`src/sv/qsd_pkg.sv`:
```
`default_nettype none
// ============================================================================
// qsd_pkg
// Shared types and constants of the swap delta evaluator.
// ============================================================================
package qsd_pkg;

    // problem dimensions
    localparam int N_MAX   = 64;
    localparam int IDX_W   = $clog2(N_MAX);
    localparam int ADDR_W  = 2 * IDX_W;
    localparam int ENTRY_W = 16;
    localparam int SIZE_W  = 7;

    // arithmetic widths: a term factor sums up to four entries with signs
    localparam int SUM_W  = ENTRY_W + 3;
    localparam int PROD_W = 2 * SUM_W;
    localparam int OUT_W  = 48;
    localparam int ACC_W  = OUT_W + 2;

    // stream widths
    localparam int MODE_W      = 3;
    localparam int IN_TDATA_W  = 4 * IDX_W + ENTRY_W + OUT_W;
    localparam int OUT_TDATA_W = OUT_W;

    // item kinds carried in tuser
    typedef enum logic [MODE_W-1:0] {
        MODE_LOAD_FLOW  = 3'd0,
        MODE_LOAD_DIST  = 3'd1,
        MODE_LOAD_PLACE = 3'd2,
        MODE_SWAP       = 3'd3,
        MODE_FULL_DELTA = 3'd4,
        MODE_INCR_DELTA = 3'd5
    } mode_t;

    // memory access request from the sequencer
    typedef struct packed {
        logic               f_we;
        logic               d_we;
        logic [ADDR_W-1:0]  m_waddr;
        logic [ENTRY_W-1:0] m_wdata;
        logic               p_we;
        logic [IDX_W-1:0]   p_waddr;
        logic [IDX_W-1:0]   p_wdata;
        logic [ADDR_W-1:0]  f_raddr;
        logic [ADDR_W-1:0]  d_raddr;
        logic [IDX_W-1:0]   p_raddr;
    } mem_req_t;

    // tag of one flow/distance read pair
    typedef struct packed {
        logic valid;
        logic neg;
        logic first;
        logic last;
        logic keep;
    } pair_t;

    // accumulator control
    typedef struct packed {
        logic acc_init;
        logic init_incr;
    } mac_ctl_t;

    // sequencer status toward the top level
    typedef struct packed {
        logic idle;
        logic out_load;
    } seq_stat_t;

endpackage
`default_nettype wire

```
`src/sv/qsd_seq.sv`:
```
`default_nettype none
// ============================================================================
// qsd_seq
// Sequencer: takes transactions, looks up placements, walks the read pairs
// of each delta term and hands the finished delta to the output register.
// ============================================================================
module qsd_seq (
    input  logic                              clk,
    input  logic                              rst_n,
    input  logic                              in_valid,
    input  logic [qsd_pkg::MODE_W-1:0]        mode,
    input  logic [qsd_pkg::IDX_W-1:0]         first_index,
    input  logic [qsd_pkg::IDX_W-1:0]         second_index,
    input  logic [qsd_pkg::IDX_W-1:0]         moved_first,
    input  logic [qsd_pkg::IDX_W-1:0]         moved_second,
    input  logic [qsd_pkg::ENTRY_W-1:0]       entry_value,
    input  logic [qsd_pkg::SIZE_W-1:0]        problem_size,
    input  logic                              out_free,
    input  logic [qsd_pkg::IDX_W-1:0]         place_rdata,
    output logic                              in_ready,
    output qsd_pkg::mem_req_t                 mem_req,
    output qsd_pkg::pair_t                    pair,
    output qsd_pkg::mac_ctl_t                 mac_ctl,
    output qsd_pkg::seq_stat_t                stat
);
    import qsd_pkg::*;

    typedef enum logic [5:0] {
        ST_IDLE  = 6'b000001,
        ST_FETCH = 6'b000010,
        ST_SWAP  = 6'b000100,
        ST_ISSUE = 6'b001000,
        ST_DRAIN = 6'b010000,
        ST_DONE  = 6'b100000
    } state_t;

    localparam logic [2:0] FETCH_LAST = 3'd4;
    localparam logic [2:0] DRAIN_LAST = 3'd2;

    state_t             state_reg;
    state_t             state_next;
    logic [2:0]         cnt_reg;
    logic [2:0]         cnt_next;
    logic [1:0]         ph_reg;
    logic [1:0]         ph_next;
    logic               grp_reg;
    logic               grp_next;
    logic [IDX_W-1:0]   k_reg;
    logic [IDX_W-1:0]   k_next;
    mode_t              mode_reg;
    logic [IDX_W-1:0]   i_reg;
    logic [IDX_W-1:0]   j_reg;
    logic [IDX_W-1:0]   r_reg;
    logic [IDX_W-1:0]   s_reg;
    logic [IDX_W-1:0]   pl_reg [4];
    logic [IDX_W-1:0]   pk_reg;
    logic [IDX_W-1:0]   pk;
    logic [2:0]         cnt_dec;
    logic [SIZE_W-1:0]  n_eff;
    logic               accept;
    logic               is_full;
    logic [IDX_W-1:0]   f_row;
    logic [IDX_W-1:0]   f_col;
    logic [IDX_W-1:0]   d_row;
    logic [IDX_W-1:0]   d_col;
    logic [IDX_W-1:0]   pi;
    logic [IDX_W-1:0]   pj;
    logic [IDX_W-1:0]   pr;
    logic [IDX_W-1:0]   ps;

    assign accept  = in_valid & (state_reg == ST_IDLE);
    assign is_full = (mode_reg == MODE_FULL_DELTA);
    assign n_eff   = (problem_size > SIZE_W'(N_MAX)) ? SIZE_W'(N_MAX) : problem_size;
    assign cnt_dec = cnt_reg - 3'd1;
    assign pi      = pl_reg[0];
    assign pj      = pl_reg[1];
    assign pr      = pl_reg[2];
    assign ps      = pl_reg[3];
    assign pk      = (ph_reg == 2'd0) ? place_rdata : pk_reg;

    // state transitions
    always_comb
    begin
        state_next = state_reg;
        cnt_next   = cnt_reg;
        ph_next    = ph_reg;
        grp_next   = grp_reg;
        k_next     = k_reg;
        stat       = '0;
        case (state_reg)
            ST_IDLE:
            begin
                stat.idle = 1'b1;
                if (accept)
                begin
                    case (mode_t'(mode))
                        MODE_SWAP, MODE_FULL_DELTA, MODE_INCR_DELTA:
                        begin
                            state_next = ST_FETCH;
                            cnt_next   = '0;
                        end
                        default:
                        begin
                            state_next = ST_IDLE;
                        end
                    endcase
                end
            end
            ST_FETCH:
            begin
                cnt_next = cnt_reg + 3'd1;
                if (cnt_reg == FETCH_LAST)
                begin
                    cnt_next   = '0;
                    ph_next    = '0;
                    grp_next   = 1'b0;
                    k_next     = '0;
                    state_next = (mode_reg == MODE_SWAP) ? ST_SWAP : ST_ISSUE;
                end
            end
            ST_SWAP:
            begin
                cnt_next = cnt_reg + 3'd1;
                if (cnt_reg[0])
                begin
                    cnt_next   = '0;
                    state_next = ST_IDLE;
                end
            end
            ST_ISSUE:
            begin
                ph_next = ph_reg + 2'd1;
                if (ph_reg == 2'd3)
                begin
                    if (!grp_reg)
                    begin
                        grp_next = 1'b1;
                        k_next   = '0;
                        if (is_full && n_eff == '0)
                        begin
                            state_next = ST_DRAIN;
                        end
                    end
                    else if (!is_full || {1'b0, k_reg} == n_eff - SIZE_W'(1))
                    begin
                        state_next = ST_DRAIN;
                    end
                    else
                    begin
                        k_next = k_reg + IDX_W'(1);
                    end
                    if (state_next == ST_DRAIN)
                    begin
                        cnt_next = '0;
                    end
                end
            end
            ST_DRAIN:
            begin
                cnt_next = cnt_reg + 3'd1;
                if (cnt_reg == DRAIN_LAST)
                begin
                    cnt_next   = '0;
                    state_next = ST_DONE;
                end
            end
            ST_DONE:
            begin
                if (out_free)
                begin
                    stat.out_load = 1'b1;
                    state_next    = ST_IDLE;
                end
            end
            default:
            begin
                state_next = ST_IDLE;
            end
        endcase
    end

    // control registers
    always_ff @(posedge clk or negedge rst_n)
    begin
        if (!rst_n)
        begin
            state_reg <= ST_IDLE;
            cnt_reg   <= '0;
            ph_reg    <= '0;
            grp_reg   <= 1'b0;
            k_reg     <= '0;
        end
        else
        begin
            state_reg <= state_next;
            cnt_reg   <= cnt_next;
            ph_reg    <= ph_next;
            grp_reg   <= grp_next;
            k_reg     <= k_next;
        end
    end

    // transaction fields and looked-up locations
    always_ff @(posedge clk)
    begin
        if (accept)
        begin
            mode_reg <= mode_t'(mode);
            i_reg    <= first_index;
            j_reg    <= second_index;
            r_reg    <= moved_first;
            s_reg    <= moved_second;
        end
        if (state_reg == ST_FETCH && cnt_reg != '0)
        begin
            pl_reg[cnt_dec[1:0]] <= place_rdata;
        end
        if (state_reg == ST_ISSUE && ph_reg == 2'd0)
        begin
            pk_reg <= place_rdata;
        end
    end

    // read pair addresses: flow row/col, distance row/col by location
    always_comb
    begin
        f_row = i_reg;
        f_col = i_reg;
        d_row = pj;
        d_col = pj;
        if (is_full && !grp_reg)
        begin
            case (ph_reg)
                2'd0:    begin f_row = i_reg; f_col = i_reg; d_row = pj; d_col = pj; end
                2'd1:    begin f_row = j_reg; f_col = j_reg; d_row = pi; d_col = pi; end
                2'd2:    begin f_row = i_reg; f_col = j_reg; d_row = pj; d_col = pi; end
                default: begin f_row = j_reg; f_col = i_reg; d_row = pi; d_col = pj; end
            endcase
        end
        else if (is_full)
        begin
            case (ph_reg)
                2'd0:    begin f_row = k_reg; f_col = i_reg; d_row = pk; d_col = pj; end
                2'd1:    begin f_row = k_reg; f_col = j_reg; d_row = pk; d_col = pi; end
                2'd2:    begin f_row = i_reg; f_col = k_reg; d_row = pj; d_col = pk; end
                default: begin f_row = j_reg; f_col = k_reg; d_row = pi; d_col = pk; end
            endcase
        end
        else if (!grp_reg)
        begin
            case (ph_reg)
                2'd0:    begin f_row = r_reg; f_col = i_reg; d_row = ps; d_col = pi; end
                2'd1:    begin f_row = r_reg; f_col = j_reg; d_row = ps; d_col = pj; end
                2'd2:    begin f_row = s_reg; f_col = j_reg; d_row = pr; d_col = pj; end
                default: begin f_row = s_reg; f_col = i_reg; d_row = pr; d_col = pi; end
            endcase
        end
        else
        begin
            case (ph_reg)
                2'd0:    begin f_row = i_reg; f_col = r_reg; d_row = pi; d_col = ps; end
                2'd1:    begin f_row = j_reg; f_col = r_reg; d_row = pj; d_col = ps; end
                2'd2:    begin f_row = j_reg; f_col = s_reg; d_row = pj; d_col = pr; end
                default: begin f_row = i_reg; f_col = s_reg; d_row = pi; d_col = pr; end
            endcase
        end
    end

    // memory requests: loads on accept, swap write-back, lookups
    always_comb
    begin
        mem_req         = '0;
        mem_req.f_we    = accept & (mode_t'(mode) == MODE_LOAD_FLOW);
        mem_req.d_we    = accept & (mode_t'(mode) == MODE_LOAD_DIST);
        mem_req.m_waddr = {first_index, second_index};
        mem_req.m_wdata = entry_value;
        mem_req.p_we    = accept & (mode_t'(mode) == MODE_LOAD_PLACE);
        mem_req.p_waddr = first_index;
        mem_req.p_wdata = entry_value[IDX_W-1:0];
        mem_req.f_raddr = {f_row, f_col};
        mem_req.d_raddr = {d_row, d_col};
        mem_req.p_raddr = grp_reg ? k_reg + IDX_W'(1) : '0;
        if (state_reg == ST_FETCH)
        begin
            case (cnt_reg[1:0])
                2'd0:    mem_req.p_raddr = i_reg;
                2'd1:    mem_req.p_raddr = j_reg;
                2'd2:    mem_req.p_raddr = r_reg;
                default: mem_req.p_raddr = s_reg;
            endcase
        end
        if (state_reg == ST_SWAP)
        begin
            mem_req.p_we    = 1'b1;
            mem_req.p_waddr = cnt_reg[0] ? j_reg : i_reg;
            mem_req.p_wdata = cnt_reg[0] ? pi : pj;
        end
    end

    // pair tag: even pairs add, odd pairs subtract
    always_comb
    begin
        pair.valid = (state_reg == ST_ISSUE);
        pair.neg   = ph_reg[0];
        pair.first = is_full ? !ph_reg[0] : (ph_reg == 2'd0);
        pair.last  = is_full ? ph_reg[0] : (ph_reg == 2'd3);
        pair.keep  = (is_full && grp_reg) ? (k_reg != i_reg && k_reg != j_reg) : 1'b1;
    end

    assign mac_ctl.acc_init  = accept;
    assign mac_ctl.init_incr = (mode_t'(mode) == MODE_INCR_DELTA);
    assign in_ready          = (state_reg == ST_IDLE);

endmodule
`default_nettype wire

```
`config.mk`:
```
export PLATFORM = sky130hd
export DESIGN_NAME = qsd_seq
export DESIGN_NICKNAME = d
export VERILOG_FILES = /design/src/sv/qsd_pkg.sv /design/src/sv/qsd_seq.sv
export SDC_FILE = /design/constraint.sdc
export NUM_CORES = 1
export LEC_CHECK = 0
export BUFFER_PORTS_ARGS = -buffer_cell sky130_fd_sc_hd__buf_2
export CAP_MARGIN = 20
export CELL_PAD_IN_SITES_DETAIL_PLACEMENT = 0
export CELL_PAD_IN_SITES_GLOBAL_PLACEMENT = 1
export CORE_UTILIZATION = 36
export CTS_CLUSTER_SIZE = 40
export DETAILED_ROUTE_END_ITERATION = 10
export GPL_TIMING_DRIVEN = 1
export PLACE_DENSITY = 0.77
export SETUP_SLACK_MARGIN = 0.1
export SLEW_MARGIN = 10
export SYNTH_ARGS = -nofsm -noshare
export SYNTH_HDL_FRONTEND = slang
export SYNTH_SLANG_ARGS = --single-unit
```
`constraint.sdc`:
```
create_clock -name clk -period 2.6 [get_ports clk]
set_input_delay 0.65 -clock clk [delete_from_list [all_inputs] [get_ports clk]]
set_output_delay 0.65 -clock clk [all_outputs]
set_load 0.1 [all_outputs]
```
# After elaboration in Yosys (flattened, before gate mapping)
# Memory sizes are Yosys's and may differ from the RTL's.
# Index checks and enable logic that the tools add are counted.
# classes
add_sub_neg	5
order_cmp	1
n_eq_ne	33
n_mux	71
bitwise	4
reduce_logical	26
# ops
operator	count
2-to-1 mux 6 bit	39
case mux 6 bit (2 select lines)	5
case mux 6 bit (6 select lines)	1
2-to-1 mux 3 bit	7
case mux 6 bit (3 select lines)	1
case mux 3 bit (5 select lines)	1
2-to-1 mux 13 bit	1
equality test 3 x 2 -> 1 bit, second input constant	4
equality test 3 bit, second input constant	4
equality test 6 x 5 -> 1 bit, second input constant	2
inequality test 6 bit	2
2-to-1 mux 1 bit	10
inequality test 2 x 1 -> 1 bit, second input constant	4
inequality test 2 bit, second input constant	4
equality test 6 x 7 -> 1 bit	1
> comparator 7 bit, second input constant	1
zero test 7 bit	1
2-to-1 mux 7 bit	1
subtractor 7 x 1 -> 7 bit, second input constant	1
adder 6 x 1 -> 6 bit, second input constant	1
equality test 2 bit, second input constant	3
equality test 6 x 1 -> 1 bit, second input constant	1
equality test 6 x 2 -> 1 bit, second input constant	1
equality test 6 x 3 -> 1 bit, second input constant	1
other kinds (28)	43
# totals
register_bits	51
mem_bits_rw	24
word_cells	152
memories	1
# memory_table
name	words	word_bits	rd	rd_ports_with_merged_regs	write_ports	line	text
pl_reg	4	6	4	0	1	qsd_seq.sv:55	logic [IDX_W-1:0] pl_reg [4];

# Longest topological paths before layout
# depth
word_depth	13
depth_mapped	10

# Least setup slack after synthesis
# No wires, ideal clock.
# synth_timing
kind	reg-to-output
from	register state_reg[5]
to	output port mem_req[71] in the netlist's numbering
arrival_ns	5.010
required_ns	1.950
setup_slack_ns	-3.060
path_stages_with_launch	6
n_path_buf	0
path_cell_list	dfrtp_1 > nor4_1 > nand3b_1 > inv_1 > nand2_1 > nor4b_1
# synth_rtl
item	line	text
start: declaration	qsd_seq.sv:40	state_t state_reg;
start signal: assignment	qsd_seq.sv:195	state_reg <= state_next;
end: declaration	qsd_seq.sv:21	output qsd_pkg::mem_req_t mem_req,

==> impl_metrics.csv <==
group,metric,value,unit
run_status,status,"finished, violations left",
run_status,violations,"negative setup slack",
synthesis,synthMuxAreaShare,0.0832,
setup_path,worstReg2RegStart,"ph_reg[1]",
die,floorplan.die_area,16000,µm²
placed_design,port_buffers,122,
sta,finalHoldViolCount,0,
cells_and_area,fin_area,9620,µm²
die,rows,45,
sta,postLayoutSetupSlackWorst,-219,ps
setup_path,crit_start,"ph_reg[0]",
pwr,peakVddDrop,0.870,mV
setup_path,critPathSlowestCell,"dfrtp_2",
global_routing,antenna_found_initial,0,
placed_design,place_ws,-65.5,ps
worst_hold_path,min_path_type,"in -> async",
cells_and_area,seq_area,2180,µm²
sta,fin_skew,7.35,ps
cts,clkSlewWorstSetupHoldPaths,50,ps
setup_path,cp_top_family,"buffers and inverters",
setup_path,cp_num_buf_inv,5,
pwr,fin_total_pwr,12.2,mW
detailed_routing,first_pass_iters,5,
synthesis,synth_compound_area_frac,0.179,
synthesis,yosys-top-cells-count,"nand2_1 (90), edfxtp_1 (57), o21ai_0 (57)",
synthesis,yosysWarnings,0,
synthesis,synthXorXnorAreaFrac,0.0345,
pwr,p_leak,3.84,nW
cts,ctsHoldBuffers,0,
synthesis,synth_most_common_cell,"nand2_1",
synthesis,synthArstFlopShare,0.240,
synthesis,synth-seq-cells,75,
sta,finalSetupTns,-5160,ps
sta,fmax,355,MHz
cts,cts_sinks,75,
sta,finalSetupViolCount,32,
die,start_util,0.368,
synthesis,synth_nets,699,
sta,fin_crit_sh,1.08,
flow_run,max_cap_violations,0,
synthesis,synth_top_area_frac,0.307,
placed_design,dp.cells,930,
cells_and_area,drive_above_1_share,0.576,
setup_path,critPathLaunchType,"flip-flop",
synthesis,synth_edf_count,57,
die,dieHeight,126,µm
sta,slew_viol_final,0,
cts,h-tree-depth,3,
synthesis,ys_seq_area_frac,0.388,
die,ios,143,
detailed_routing,avgViaCountPerCell,5.72,
setup_path,max_stage_delay,460,ps
placed_design,dpl.hpwl,14400,µm
setup_path,crit_chain,"inv_4, ha_4, buf_6, nor2_4, buf_6, buf_12, nand2_4, nand3_4, a31o_4, buf_12",
synthesis,synth_area,5580,µm²
sta,relSlewSlack,0.682,
global_routing,grt_pass1_wl,29900,µm
cells_and_area,fill_cells,1136,
sta,period_needed,2820,ps
setup_path,cp-end-kind,"output pin",
placed_design,place_congestion,0.899,
synthesis,netlist-cell-type-count,65,
synthesis,yosysTopAreaCell,"edfxtp_1",
cts,cts_buffer_depth,2,
sta,tightest_slew,471,ps
global_routing,grtUsageTotal,0.245,
synthesis,synthAdderAreaFrac,0.0292,
die,core_area,15100,µm²
cells_and_area,syn2layout_area_growth,72.5,%
cells_and_area,post-route-util,0.635,
detailed_routing,route.detailed.wl_per_inst,20.1,µm
setup_path,path_max_fanout,8,
setup_path,worstPathArrival,2170,ps
placed_design,place_area,8040,µm²
global_routing,grt_max_degree,36,
detailed_routing,ant_nets,0,
sta,rsz0062_at_grt,"true",
synthesis,synthCells,626,
detailed_routing,drtIter0Drc,507,
setup_path,crit_required,1950,ps
die,chipWidth,126,µm
global_routing,grt_pass1_vias,5454,
synthesis,synth_ff_type,"edfxtp_1",
global_routing,overflow,0,
detailed_routing,drcViolationCount,0,
cts,cts_tree,"done",
cts,cts_buffers,9,
synthesis,synth_top_family_by_area,"simple AND/OR/NAND/NOR gates",
setup_path,worst-setup-path-type,"reg -> out",
cts,cts_root_buffer,"clkbuf_16",
cells_and_area,num_antenna_cells,0,
cells_and_area,largest_reg_flops,24,
detailed_routing,num_vias,5690,
synthesis,synth.area.top_cells,"edfxtp_1 (31%), dfrtp_1 (7.6%), mux2i_1 (6.1%)",
cells_and_area,nNetsFinal,877,
detailed_routing,wl,20000,µm
cts,clock_latency,340,ps
synthesis,avgSynthCellArea,8.91,µm²
sta,hold_ws,253,ps
synthesis,yosys.area_share.simple,0.195,
pwr,cellPowerDensity,1270,nW/µm²
cells_and_area,multiInputGateArea,4270,µm²
cells_and_area,finalNonFillerCells,995,
==> final timing paths <==
kind / end / slack (ps) / depth (start not counted)
worst min register to register: cnt_reg[2] / 560 / 1
worst min-delay path: state_reg[2] / 250 / 1
worst max register to register: cnt_reg[2] / 200 / 8
min in group clk: s_reg[5] / 480 / 1
worst max-delay path: mem_req[22] / -220 / 10
max in group asynchronous: state_reg[0] / 2020 / 1
==> worst register-to-register path, delay by kind of cell (launching register included) <==
family                     cells  cell delay, ps
adders and majority gates      1             330
AOI/OAI and AO/OA              3             510
buffers and inverters          2             350
DFF                            1             390
and+or+nand+nor                2             700
==> placed cells by master (no fill, tap or decap), drive strengths merged, types with 3 or more instances in the layout <==
cell type	synthesis	layout
mux2	11	11
nand2	90	90
o211ai	13	13
xor2	7	7
a222oi	6	6
nor2	30	30
edfxtp	57	57
nor4	5	5
a22oi	25	25
or3	3	3
nand3b	4	4
xnor2	15	15
nand4	5	5
dfrtp	17	17
mux2i	34	34
o21a	3	3
and2	4	4
or4	4	4
nand2b	7	7
a31o	6	6
a31oi	8	8
buf	39	247
nand3	46	46
a21oi	10	10
and3	4	4
inv	16	15
nor3	4	4
clkbuf	44	12
a211oi	4	4
o21ai	59	59
nor2b	4	4
ha	13	13
nor4b	3	3
==> layer usage <==
metal,wire length (µm),track usage,part of all wire
met1,8670,0.329,0.43
met2,9600,0.400,0.48
met3,1240,0.0396,0.062
met4,493,0.0865,0.025
met5,0,0,0
==> logic make-up after synthesis <==
group | after synthesis
multiplexers | 45
flip-flops | 75
XOR/XNOR | 22
AND/OR/NAND/NOR | 221
adder cells (fa/ha/maj) | 13
AO/OA/AOI/OAI | 151
buffers and inverters | 99
==> power by group <==
| part | internal (mW) | leakage (nW) | switching (mW) | total, mW |
|---|---|---|---|---|
| clock | 0.827 | 0.145 | 0.471 | 1.30 |
| sequential | 1.55 | 0.735 | 0.313 | 1.86 |
| combinational | 3.80 | 2.96 | 5.27 | 9.07 |
==> layout make-up <==
| cell class | count | share of cell area |
|---|---|---|
| clock buffer | 9 | 0.0234 |
| clock inverter | 5 | 0.00832 |
| inverter | 16 | 0.00741 |
| multi-input combinational | 452 | 0.444 |
| sequential | 75 | 0.226 |
| tap | 188 | 0.0245 |
| timing repair buffer | 250 | 0.266 |
==> timing repair <==
item | CTS | global route
resized for setup | 96 | 91
gates cloned | 0 | 2
endpoints found under the hold margin | 0 | 0
pin swaps | 37 | 45
buffers inserted | 21 | 30
setup endpoints to repair | 52 | 49
Power figures use the tool's default switching activity.
