--- config.mk ---
export PLATFORM = sky130hd
export DESIGN_NAME = qsd_mac
export DESIGN_NICKNAME = d
export VERILOG_FILES = /design/src/sv/qsd_pkg.sv /design/src/sv/qsd_mac.sv
export SDC_FILE = /design/constraint.sdc
export NUM_CORES = 1
export LEC_CHECK = 0
export BUFFER_PORTS_ARGS = -buffer_cell sky130_fd_sc_hd__buf_2
export CAP_MARGIN = 20
export CORE_AREA = 5 5 211 294
export DETAILED_ROUTE_END_ITERATION = 10
export DIE_AREA = 0 0 216 299
export GPL_TIMING_DRIVEN = 0
export HOLD_SLACK_MARGIN = 0.08
export PLACE_DENSITY = 0.65
export SKIP_LAST_GASP = 1
export SYNTH_ARGS = -nofsm -noshare
export SYNTH_HDL_FRONTEND = slang
export SYNTH_SLANG_ARGS = --single-unit
--- constraint.sdc ---
create_clock -name clk -period 20.3 [get_ports clk]
set_input_delay 1.015 -clock clk [delete_from_list [all_inputs] [get_ports clk]]
set_output_delay 1.015 -clock clk [all_outputs]
set_load 0.01 [all_outputs]
--- src/sv/qsd_pkg.sv ---
`default_nettype none
// ============================================================================
// qsd_pkg
// Shared types and constants of the swap delta evaluator.
// ============================================================================
package qsd_pkg;

    // problem dimensions
    localparam int N_MAX   = 64;
    localparam int IDX_W   = $clog2(N_MAX);
    localparam int ADDR_W  = 2 * IDX_W;
    localparam int ENTRY_W = 16;
    localparam int SIZE_W  = 7;

    // arithmetic widths: a term factor sums up to four entries with signs
    localparam int SUM_W  = ENTRY_W + 3;
    localparam int PROD_W = 2 * SUM_W;
    localparam int OUT_W  = 48;
    localparam int ACC_W  = OUT_W + 2;

    // stream widths
    localparam int MODE_W      = 3;
    localparam int IN_TDATA_W  = 4 * IDX_W + ENTRY_W + OUT_W;
    localparam int OUT_TDATA_W = OUT_W;

    // item kinds carried in tuser
    typedef enum logic [MODE_W-1:0] {
        MODE_LOAD_FLOW  = 3'd0,
        MODE_LOAD_DIST  = 3'd1,
        MODE_LOAD_PLACE = 3'd2,
        MODE_SWAP       = 3'd3,
        MODE_FULL_DELTA = 3'd4,
        MODE_INCR_DELTA = 3'd5
    } mode_t;

    // memory access request from the sequencer
    typedef struct packed {
        logic               f_we;
        logic               d_we;
        logic [ADDR_W-1:0]  m_waddr;
        logic [ENTRY_W-1:0] m_wdata;
        logic               p_we;
        logic [IDX_W-1:0]   p_waddr;
        logic [IDX_W-1:0]   p_wdata;
        logic [ADDR_W-1:0]  f_raddr;
        logic [ADDR_W-1:0]  d_raddr;
        logic [IDX_W-1:0]   p_raddr;
    } mem_req_t;

    // tag of one flow/distance read pair
    typedef struct packed {
        logic valid;
        logic neg;
        logic first;
        logic last;
        logic keep;
    } pair_t;

    // accumulator control
    typedef struct packed {
        logic acc_init;
        logic init_incr;
    } mac_ctl_t;

    // sequencer status toward the top level
    typedef struct packed {
        logic idle;
        logic out_load;
    } seq_stat_t;

endpackage
`default_nettype wire

--- src/sv/qsd_mac.sv ---
`default_nettype none
// ============================================================================
// qsd_mac
// Shared multiply-accumulate unit: sums signed entries into two factors,
// multiplies them and adds the product to the delta accumulator.
// ============================================================================
module qsd_mac (
    input  logic                              clk,
    input  logic                              rst_n,
    input  qsd_pkg::pair_t                    pair,
    input  qsd_pkg::mac_ctl_t                 ctl,
    input  logic signed [qsd_pkg::OUT_W-1:0]  prior_delta,
    input  logic [qsd_pkg::ENTRY_W-1:0]       f_rdata,
    input  logic [qsd_pkg::ENTRY_W-1:0]       d_rdata,
    output logic [qsd_pkg::OUT_W-1:0]         cost_delta,
    output logic                              busy
);
    import qsd_pkg::*;

    pair_t                    pair_reg;
    logic signed [SUM_W-1:0]  fsum_reg;
    logic signed [SUM_W-1:0]  fsum_next;
    logic signed [SUM_W-1:0]  dsum_reg;
    logic signed [SUM_W-1:0]  dsum_next;
    logic                     term_valid_reg;
    logic signed [PROD_W-1:0] prod_reg;
    logic                     prod_valid_reg;
    logic signed [ACC_W-1:0]  acc_reg;
    logic signed [ACC_W-1:0]  acc_next;
    logic signed [SUM_W-1:0]  f_ext;
    logic signed [SUM_W-1:0]  d_ext;
    logic signed [SUM_W-1:0]  f_base;
    logic signed [SUM_W-1:0]  d_base;

    // tag is registered once, so it lines up with the registered memory read data
    always_ff @(posedge clk or negedge rst_n)
    begin
        if (!rst_n)
        begin
            pair_reg       <= '0;
            term_valid_reg <= 1'b0;
            prod_valid_reg <= 1'b0;
        end
        else
        begin
            pair_reg       <= pair;
            term_valid_reg <= pair_reg.valid & pair_reg.last & pair_reg.keep;
            prod_valid_reg <= term_valid_reg;
        end
    end

    // factor sums
    always_comb
    begin
        f_ext     = $signed({{(SUM_W-ENTRY_W){1'b0}}, f_rdata});
        d_ext     = $signed({{(SUM_W-ENTRY_W){1'b0}}, d_rdata});
        f_base    = pair_reg.first ? '0 : fsum_reg;
        d_base    = pair_reg.first ? '0 : dsum_reg;
        fsum_next = fsum_reg;
        dsum_next = dsum_reg;
        if (pair_reg.valid)
        begin
            fsum_next = pair_reg.neg ? f_base - f_ext : f_base + f_ext;
            dsum_next = pair_reg.neg ? d_base - d_ext : d_base + d_ext;
        end
    end

    // accumulator
    always_comb
    begin
        acc_next = acc_reg;
        if (ctl.acc_init)
        begin
            acc_next = ctl.init_incr ? ACC_W'(prior_delta) : '0;
        end
        else if (prod_valid_reg)
        begin
            acc_next = acc_reg + ACC_W'(prod_reg);
        end
    end

    // datapath registers
    always_ff @(posedge clk)
    begin
        fsum_reg <= fsum_next;
        dsum_reg <= dsum_next;
        prod_reg <= fsum_reg * dsum_reg;
        acc_reg  <= acc_next;
    end

    // saturate to the output range
    always_comb
    begin
        if (acc_reg[ACC_W-1:OUT_W-1] == '0 || acc_reg[ACC_W-1:OUT_W-1] == '1)
        begin
            cost_delta = acc_reg[OUT_W-1:0];
        end
        else if (acc_reg[ACC_W-1])
        begin
            cost_delta = {1'b1, {(OUT_W-1){1'b0}}};
        end
        else
        begin
            cost_delta = {1'b0, {(OUT_W-1){1'b1}}};
        end
    end

    assign busy = pair_reg.valid | term_valid_reg | prod_valid_reg;

endmodule
`default_nettype wire

; ---- Word-level counts from Yosys, hierarchy flattened
; Index checks and enable logic that the tools add are counted.
; W data, S select, Z words.
[totals]
out_inout_bits = 49
inputBits = 89
reg_bits = 133
wordCells = 34
[op_classes]
mul = 1
bitwise_logic = 4
n_eq_ne = 1
n_reduce_logical = 3
n_addsub = 5
muxes = 9
[ops]
columns = operator, n
row1 = $mux W50, 3
row2 = $mux W48, 2
row3 = $mux W19, 4
row4 = $add A50 B38 Y50, 1
row5 = $add A19 B17 Y19, 2
row6 = $mul A19 B19 Y38, 1
row7 = $sub A19 B17 Y19, 2
row8 = $eq A3 B3 Y1 const B, 1
row9 = $logic_not A3 Y1, 1
row10 = $and A1 B1 Y1, 2
row11 = $or A1 B1 Y1, 2
row12 = $reduce_bool A2 Y1, 1
row13 = $logic_or A1 B1 Y1, 1

; ---- Depth between registers and ports, before layout
; Gate-level depths: netlist of the first run.
[depth]
depth_word = 3
mapped_depth = 26
depth_no_buf = 25

; ---- Least setup slack after synthesis of the first run
; Ideal clock, no wire load.
[synth_timing]
path_type = reg2reg
start = reg fsum_reg[18]
end = reg prod_reg[36]
period_less_slack_ns = 6.515
path_slack_ns = 13.785
n_path_buf = 2
t_arrival_ns = 6.389
stages_incl_launch_ff = 24
setup_time_ns = 0.127
required_ns = 20.173
path_cell_list = edfxtp_1 clkbuf_1 clkbuf_1 nand2_1 fa_1 inv_1 fa_1 inv_1 fa_1 inv_1 fa_1 fa_1 fa_1 ha_1 ha_1 a21o_1 a21o_1 a21oi_1 o21ai_0 a211o_1 a31o_2 a21oi_1 o21ai_0 xor2_1
[synth_via]
elab_chain_len = 1
[synth_rtl]
columns = element, line
row1 = start: declaration, qsd_mac.sv:21  ; logic signed [SUM_W-1:0] fsum_reg;
row2 = start signal: assignment, qsd_mac.sv:85  ; fsum_reg <= fsum_next;
row3 = $mul A19 B19 Y38, qsd_mac.sv:87  ; prod_reg <= fsum_reg * dsum_reg;
row4 = end signal: assignment, qsd_mac.sv:87
row5 = end: declaration, qsd_mac.sv:26  ; logic signed [PROD_W-1:0] prod_reg;
; Every way passes these cells.
; A chain may end at the register's enable or synchronous reset.

; ---- Worst setup path after layout of the first run
[layout_timing]
start = reg fsum_reg[18]
end = reg prod_reg[37]
; The elaborated chain is that of the path after synthesis.

==> results of run 1 <==
[worst reg2reg max path, stage by stage (launching register included)]
cell and delay (ns):
edfxtp_1 0.34, clkbuf_1 0.51, clkbuf_1 0.49, nand2_1 0.25, fa_1 0.55, inv_1 0.05, fa_1 0.51, inv_1 0.06
fa_1 0.50, inv_1 0.05, fa_1 0.52, fa_1 0.58, fa_1 0.41, ha_1 0.29, ha_1 0.37, and4_1 0.27
nand3_1 0.09, o311ai_1 0.95, a2111o_1 0.34, nand2_1 0.11, o211ai_1 0.24, a21oi_1 0.12, xnor2_1 0.46
[metal layers]
| layer | routed length (um) | vias up |
|---|---|---|
| li1 | - | 8581 |
| met4 | 2548 | 0 |
| met2 | 33290 | 556 |
| met5 | 0 | - |
| met3 | 3356 | 151 |
| met1 | 25650 | 8865 |
[worst paths after layout]
check	start	to	slack, ns	depth (start not counted)
min reg2reg	term_valid_reg	prod_valid_reg	0.37	0
max	fsum_reg[18]	prod_reg[37]	12.10	22
min in group clk	term_valid_reg	prod_valid_reg	0.37	0
max reg2reg	fsum_reg[18]	prod_reg[37]	12.10	22
min	rst_n	pair_reg[2]	0.35	1
max in group asynchronous	rst_n	pair_reg[4]	19.78	1
[kinds of logic (layout without fill, tap and decap cells)]
family,Yosys count,count (layout)
AND/OR/NAND/NOR,837,837
other,0,1
multiplexers,5,5
adder cells (fa/ha/maj),572,572
buffers and inverters,530,701
AO/OA/AOI/OAI,377,377
XOR/XNOR,139,139
flip-flops,133,133
[Yosys cell counts (6+ instances only)]
master / n
a211oi_1: 17
a21o_1: 43
a21oi_1: 96
a22o_1: 6
a31o_2: 7
a31oi_1: 15
and2_1: 188
and3_1: 10
clkbuf_1: 106
dfrtp_1: 7
dfxtp_1: 38
edfxtp_1: 88
fa_1: 372
ha_1: 200
inv_1: 414
nand2_1: 263
nand2b_1: 22
nand3_1: 23
nand4_1: 9
nor2_1: 195
nor2b_1: 50
nor3_1: 35
o2111ai_1: 6
o211ai_1: 8
o21a_1: 7
o21ai_0: 84
o21ai_1: 7
o21bai_1: 20
o31ai_1: 11
or2_2: 8
or3_1: 9
xnor2_1: 102
xor2_1: 37
[layout by cell type, fill, tap and decap left out, types with 38 or more instances in the layout]
cell,Yosys,routed
and2_1,188,188
o21ai_0,84,84
ha_1,200,200
fa_1,372,372
nor2_1,195,195
inv_1,414,414
a21o_1,43,43
dfxtp_1,38,38
nand2_1,263,263
a21oi_1,96,96
nor2b_1,50,50
edfxtp_1,88,88
buf_2,3,140
xnor2_1,102,102
clkbuf_1,106,109
[layout make-up]
| cell class | instances | area (um2) | share of cell area |
|---|---|---|---|
| multi-input combinational | 1930 | 17760 | 0.6926 |
| sequential | 133 | 3580 | 0.1396 |
| inverter | 414 | 1554 | 0.06061 |
| tap | 756 | 945.9 | 0.03689 |
| timing repair buffer | 139 | 716.9 | 0.02796 |
| clock buffer | 22 | 486.7 | 0.01898 |
| buffer | 116 | 476.7 | 0.01859 |
| clock inverter | 10 | 118.9 | 0.004636 |
| antenna | 1 | 2.502 | 0.00009759 |
[stage by stage]
step / util / cell area [um2] / hold slack [ns] / setup slack, ns
floorplan: - / 23370 / 0.3476 / 13.78
global placement: 0.4217 / 25000 / 0.3518 / 12.15
detailed placement: 0.4222 / 25030 / 0.3598 / 12.07
CTS: 0.4325 / 25640 / 0.3237 / 12.05
global route: 0.4325 / 25640 / 0.3420 / 11.68
finish: 0.4325 / 25640 / 0.3491 / 12.10
==> flow_summary.yaml, run 1 <==
clocking:
  h-tree-depth: 4
  hold_buffers: 0
  clock-sinks: 133
  clock_latency_ns: 0.49
  root_buffer: "clkbuf_16"
  cts_buffers: 17
  cts_resized: 0
  post_cts_buffers: 0
  clkTransAtPathRegs_ns: 0.07
  cts_tree: "yes"
  cts_max_path_buffers: 2
logic_synthesis:
  yosys-top-cells-area: "fa_1, edfxtp_1, ha_1"
  synth_cell_types: 78
  synthAdderAreaFrac: 0.4258
  ys_ff_latch: 133
  seq_area_frac_synth: 0.1531
  postSynthCellCount: 2593
  synth_top_cell_area_share: 0.3187
  yosys_warnings: 0
  synthXorXnorAreaFrac: 0.05210
  yosysTopAreaCell: "fa_1"
  synth_top_family_by_area: "adder cells"
  synth_top_flop_cell: "edfxtp_1"
  avgSynthCellArea_um2: 9.012
  synth_compound_area_frac: 0.1056
  syn_nets: 3254
  synth-async-reset-ratio: 0.05263
  synth.area.mux_share: 0.002195
  synth_simple_gate_area_frac: 0.1743
  synth_edf_count: 88
  syn-cell-area_mm2: 0.02337
global_route:
  grt_pass1_vias: 19490
  grt.busiest_layer: "met2"
  grt_overflow: 0
  grt_pass1_wl_um: 104100
  met1_usage: 0.2399
  antenna_found_initial: 2
  grt_util_met3: 0.03313
  use_met2: 0.3760
  grt_max_degree: 41
  grt_use_total: 0.2061
timing:
  worst_pin_slew_ns: 1.103
  slew_viol_final: 0
  fin_tns_setup_ns: 0
  skew_ns: 0.01517
  setup_viol: 0
  relSlewSlack: 0.2527
  fin_crit_sh: 0.4039
  fin_crit_ns: 8.198
  clock.fmax_mhz: 122.0
  hold_viol_final: 0
  rsz0062_at_grt: "false"
floorplan:
  dieArea_mm2: 0.06458
  std_cell_rows: 106
  initial_core_util: 0.3942
  ioPinCount: 138
  core_area_mm2: 0.05928
  fp.dieH_um: 299
  die_width_um: 216
drt:
  viasPerCell: 5.156
  vias: 18150
  drc: 0
  wl_per_cell_um: 18.42
  antenna_left: 0
  dr.pass1.iters: 5
  wirelength_um: 64840
  drt_iter0_drc: 958
setup_path:
  worst_setup_path_end_kind: "flip-flop"
  arrival_ns: 8.53
  max_stage_delay_ns: 0.95
  path_delay_family: "adder cells"
  worstSetupStartpointType: "flip-flop"
  slowest_stage: "o311ai_1"
  worst-setup-path-type: "reg2reg"
  crit_top_cell: "fa_1"
  cp.required_ns: 20.63
  path_cells: "clkbuf_1, clkbuf_1, nand2_1, fa_1, inv_1, fa_1, inv_1, fa_1, inv_1, fa_1, fa_1, fa_1, ha_1, ha_1, and4_1, nand3_1, o311ai_1, a2111o_1, nand2_1, o211ai_1, a21oi_1, xnor2_1"
  cp_num_buf_inv: 5
  critPathMaxFanout: 10
cells_and_area:
  drive_gt1_frac: 0.07706
  largest_reg_flops: 50
  nets: 3412
  final_cell_count_no_fill: 3521
  syn_to_final_growth_pct: 9.723
  fill_cells: 5919
placement:
  place_congestion: 0.9119
  io_buffers: 137
  dpl.hpwl_um: 54030
  place_inst: 3488
outcome:
  outcome: "finished clean"
job:
  cap_violations: 0
worst_hold_path:
  hold_class: "in2async"
Power of run 1 is not shown: default switching activity piles up to over one toggle a cycle in this logic, so the estimate is an artifact.
==> run 2, diff against run 1 <==
Settings changed: ABC_AREA from default to 1, CORE_AREA 5 5 211 294 to 5 5 223 311, DIE_AREA 0 0 216 299 to 0 0 228 316.
Clock period 20.3 ns to 8.45 ns, I/O delays scaled along.
==> flow_summary.yaml, run 2 <==
outcome:
  outcome: "finished clean"
placement:
  io_buffers: 137
  place_congestion: 0.9922
  dpl.hpwl_um: 74160
  dpl_cell_area_mm2: 0.02793
timing:
  hold_viol_final: 0
  fin_crit_sh: 0.8652
  clock.fmax_mhz: 136.8
  rsz0062_at_grt: "false"
  skew_ns: 0.01821
  relSlewSlack: 0.3889
  worst_pin_slew_ns: 0.9167
  whs_ns: 0.1871
  fin_crit_ns: 7.311
  setup_viol: 0
  slew_viol_final: 0
  fin_tns_setup_ns: 0
global_route:
  grt_use_total: 0.2398
  grt_overflow: 0
  grt_pass1_vias: 24310
  grt_pass1_wl_um: 132200
  grt_max_degree: 41
  antenna_found_initial: 0
clocking:
  cts_max_path_buffers: 2
  cts_tree: "yes"
  clock-sinks: 133
  h-tree-depth: 4
  clkTransAtPathRegs_ns: 0.07
  root_buffer: "clkbuf_16"
  cts_buffers: 17
  clock_latency_ns: 0.51
drt:
  antenna_left: 0
  dr.pass1.iters: 6
  viasPerCell: 4.869
  drc: 0
  wirelength_um: 85890
  drt_iter0_drc: 1091
  wl_per_cell_um: 18.31
  vias: 22840
floorplan:
  core_area_mm2: 0.06628
  ioPinCount: 138
  dieArea_mm2: 0.07205
  die_width_um: 228
  fp.dieH_um: 316
  initial_core_util: 0.3945
  std_cell_rows: 112
cells_and_area:
  n_antenna_cell: 0
  final_common_cell: "nand2_1"
  syn_to_final_growth_pct: 9.264
  fill_cells: 7002
  nets: 4484
  drive_gt1_frac: 0.06595
  layout_common_cells: "nand2_1, inv_1, fa_1, ha_1, nor2_1"
  largest_reg_flops: 50
  final_area_mm2: 0.02857
logic_synthesis:
  synth_edf_count: 88
  synth_cell_types: 50
  synth_top_cell_area_share: 0.2848
  postSynthCellCount: 3660
  yosys-top-cells-count: "nand2_1, inv_1, fa_1, ha_1, nor2_1"
  synth_most_common_cell: "nand2_1"
  syn-cell-area_mm2: 0.02615
  yosysTopAreaCell: "fa_1"
  synth_top_flop_cell: "edfxtp_1"
  yosys_warnings: 0
  seq_area_frac_synth: 0.1369
  synth-async-reset-ratio: 0.05263
  ys_ff_latch: 133
  yosys-top-cells-area: "fa_1, nand2_1, inv_1"
  syn_nets: 4321
  avgSynthCellArea_um2: 7.144
job:
  cap_violations: 0
setup_path:
  cp.required_ns: 8.88
  arrival_ns: 7.74
  worstSetupStartpointType: "flip-flop"
  critPathMaxFanout: 10
  worst_setup_path_end_kind: "flip-flop"
  worst-setup-path-type: "reg2reg"
worst_hold_path:
  hold_class: "in2reg"
## run 2: changes by cell type in the layout (fill, tap and decap cells not counted), sizes merged, moves of 50 or more
cell,previous run,this run
and2,188,3
nand3,23,115
inv,416,926
nor2b,50,0
xnor2,102,30
nand2,263,1142
## run 2: cells by family after synthesis
kind of cell	count (synthesis)	share of synthesized area
xor gates and xnor gates	98	0.03283
adders and majority gates	572	0.3805
buffers and inverters	1023	0.1471
AOI/OAI and AO/OA	276	0.05795
DFF	133	0.1369
and+or+nand+nor	1558	0.2447
## run 2: worst paths after layout
| check | cells past startpoint | start | slack [ns] | end |
|---|---|---|---|---|
| worst max register to register | 22 | fsum_reg[18] | 1.14 | prod_reg[37] |
| max in group asynchronous | 2 | rst_n | 7.97 | prod_valid_reg |
| min in group asynchronous | 2 | rst_n | 0.28 | pair_reg[1] |
| worst min-delay path | 3 | prior_delta[23] | 0.19 | acc_reg[23] |
| worst min register to register | 0 | term_valid_reg | 0.41 | prod_valid_reg |
| worst max-delay path | 22 | fsum_reg[18] | 1.14 | prod_reg[37] |
## run 2: repair_timing
item | 4_1_cts | 5_1_grt
setup buffers | 0 | 0
hold endpoints to repair | 12 | 0
resized for setup | 0 | 0
hold buffers | 6 | 0
## run 2: area by class of cell
class / count / area, um2 / area share
plain buffers: 103 / 392.9 / 0.01375
clock buffers: 22 / 506.7 / 0.01774
clock inverters: 10 / 76.32 / 0.002671
inverters: 920 / 3455 / 0.1209
multi-input cells: 2504 / 18720 / 0.6554
flip-flops and latches: 133 / 3580 / 0.1253
well taps: 855 / 1070 / 0.03744
repair buffers: 144 / 765.7 / 0.02680
## run 2: worst max-delay path: stages, from the launching register on
cell,delay (ns)
edfxtp_1,0.37
clkbuf_1,0.53
clkbuf_1,0.50
nand2_1,0.20
fa_1,0.70
fa_1,0.49
fa_1,0.49
inv_1,0.42
fa_1,0.53
fa_1,0.54
inv_1,0.05
fa_1,0.48
inv_1,0.04
ha_1,0.27
ha_1,0.34
inv_1,0.10
o21bai_1,0.11
a21oi_1,0.18
a21boi_0,0.42
o21ai_0,0.14
a21oi_1,0.14
nand2_1,0.06
nand2_1,0.13
## run 2: metal layers
metal  global-route usage  part of all wire  vias up
li1                     -                 -    11210
met1               0.2459              0.36    10720
met2               0.4617              0.53      685
met3              0.02874             0.046      231
met4               0.1500             0.071        0
met5                    0                 0        -
## run 2: stage by stage
stage / setup WS, ns / util / instances
after floorplan: 2.399 / - / 3660
after CTS: 1.077 / 0.4310 / 4691
after global routing: 0.7098 / 0.4310 / 4691
after global placement: 1.129 / 0.4210 / 4652
final: 1.139 / 0.4310 / 4691
after detailed placement: 1.102 / 0.4213 / 4653
Power of run 2 is left out for the same reason.
==> run 3, diff against run 2 <==
Settings changed: CELL_PAD_IN_SITES_DETAIL_PLACEMENT from default to 1, CELL_PAD_IN_SITES_GLOBAL_PLACEMENT from default to 1, PLACE_DENSITY 0.65 to 0.81.
==> flow_summary.yaml, run 3 (synthesis gave the netlist of run 2 again) <==
clocking:
  cts_resized: 0
  hold_buffers: 6
  clock_latency_ns: 0.51
  cts_tree: "yes"
  cts_max_path_buffers: 2
  clkTransAtPathRegs_ns: 0.07
  h-tree-depth: 4
  post_cts_buffers: 0
  clock-sinks: 133
  root_buffer: "clkbuf_16"
  cts_buffers: 17
cells_and_area:
  drive_gt1_frac: 0.06595
  layout_common_cells: "nand2_1, inv_1, fa_1, ha_1, nor2_1"
  largest_reg_flops: 50
  syn_to_final_growth_pct: 9.259
  seq_area_mm2: 0.003580
  final_area_mm2: 0.02857
  nets: 4484
  final_common_cell: "nand2_1"
  multi_input_area_mm2: 0.01872
  n_antenna_cell: 0
  fill_cells: 8582
setup_path:
  max_stage_delay_ns: 0.71
  critPathMaxFanout: 10
  timing.rr.start: "fsum_reg[18]"
  arrival_ns: 7.94
  reg2reg_depth: 20
  crit_top_cell: "fa_1"
  worst_setup_path_end_kind: "flip-flop"
  slowest_stage: "fa_1"
  cp.required_ns: 8.82
  worstSetupStartpointType: "flip-flop"
  worst-setup-path-type: "reg2reg"
  path_cells: "clkbuf_1, clkbuf_1, nand2_1, fa_1, fa_1, fa_1, inv_1, fa_1, fa_1, inv_1, fa_1, inv_1, ha_1, ha_1, inv_1, o21bai_1, a21oi_1, a21boi_0, o211ai_1, xor2_1"
  regToRegEndpoint: "prod_reg[29]"
  r2r_setup_slack_ns: 0.88
drt:
  wirelength_um: 95950
  viasPerCell: 5.073
  drc: 0
  dr.pass1.iters: 5
  drt_iter0_drc: 1014
  wl_per_cell_um: 20.45
  antenna_left: 0
  vias: 23800
timing:
  worst_pin_slew_ns: 0.9840
  rsz0062_at_grt: "false"
  hold_viol_final: 0
  skew_ns: 0.01609
  slew_viol_final: 0
  relSlewSlack: 0.3440
  setup_viol: 0
  fin_crit_ns: 7.573
  fin_tns_setup_ns: 0
  fin_crit_sh: 0.8962
  clock.fmax_mhz: 132.0
floorplan:
  std_cell_rows: 112
  fp.dieH_um: 316
  ioPinCount: 138
  initial_core_util: 0.3945
  dieArea_mm2: 0.07205
  die_width_um: 228
  core_area_mm2: 0.06628
global_route:
  use_met2: 0.5288
  grt.busiest_layer: "met2"
  grt_pass1_wl_um: 146700
  antenna_found_initial: 0
  met1_usage: 0.2488
  grt_pass1_vias: 27130
  grt_util_met3: 0.03826
  grt_use_total: 0.2668
  grt_overflow: 0
  grt_max_degree: 41
placement:
  dpl_cell_area_mm2: 0.02793
  io_buffers: 137
  place_congestion: 0.9589
  dpl.hpwl_um: 83500
worst_hold_path:
  hold_class: "in2reg"
  min_to: "acc_reg[23]"
  hold_start: "prior_delta[23]"
  hold_depth: 3
outcome:
  outcome: "finished clean"
job:
  cap_violations: 0
[run 3: worst max-delay path, delay by kind of cell (launching register included)]
family / cells / cell delay, ns
adder cells (fa/ha/maj): 8 / 3.97
flip-flops: 1 / 0.38
buffers and inverters: 6 / 1.60
XOR/XNOR: 1 / 0.20
AO/OA/AOI/OAI: 4 / 1.05
AND/OR/NAND/NOR: 1 / 0.21
[run 3: worst max-delay path by stage]
stage	start	end	slack, ns	cells after the start
floorplan	fsum_reg[18]	prod_reg[29]	2.40	20
global placement	fsum_reg[18]	prod_reg[29]	0.99	20
detailed placement	fsum_reg[18]	prod_reg[29]	0.84	20
CTS	fsum_reg[18]	prod_reg[29]	0.84	20
global route	fsum_reg[18]	prod_reg[37]	0.58	22
finish	fsum_reg[18]	prod_reg[29]	0.88	20
[run 3: per-stage QoR]
step | instances | utilization | setup slack (ns) | hold WS, ns
2_1_floorplan | 3660 | - | 2.399 | 0.1269
3_3_place_gp | 4652 | 0.4210 | 0.9930 | 0.2571
3_5_place_dp | 4653 | 0.4213 | 0.8425 | 0.2651
4_1_cts | 4691 | 0.4310 | 0.8423 | 0.1597
5_1_grt | 4691 | 0.4310 | 0.5828 | 0.1901
6_report | 4691 | 0.4310 | 0.8768 | 0.1986
[run 3: routing by layer]
layer	share of wire	up-vias
met4	0.082	0
met3	0.037	319
li1	-	11190
met5	0	-
met1	0.34	11650
met2	0.54	630
[run 3: layout make-up]
type,count,share of cell area
multi-input cells,2504,0.6554
repair buffers,144,0.02680
flip-flops and latches,133,0.1253
inverters,920,0.1209
plain buffers,103,0.01375
clock inverters,12,0.003591
clock buffers,20,0.01677
well taps,855,0.03745
Power of run 3 is left out for the same reason.
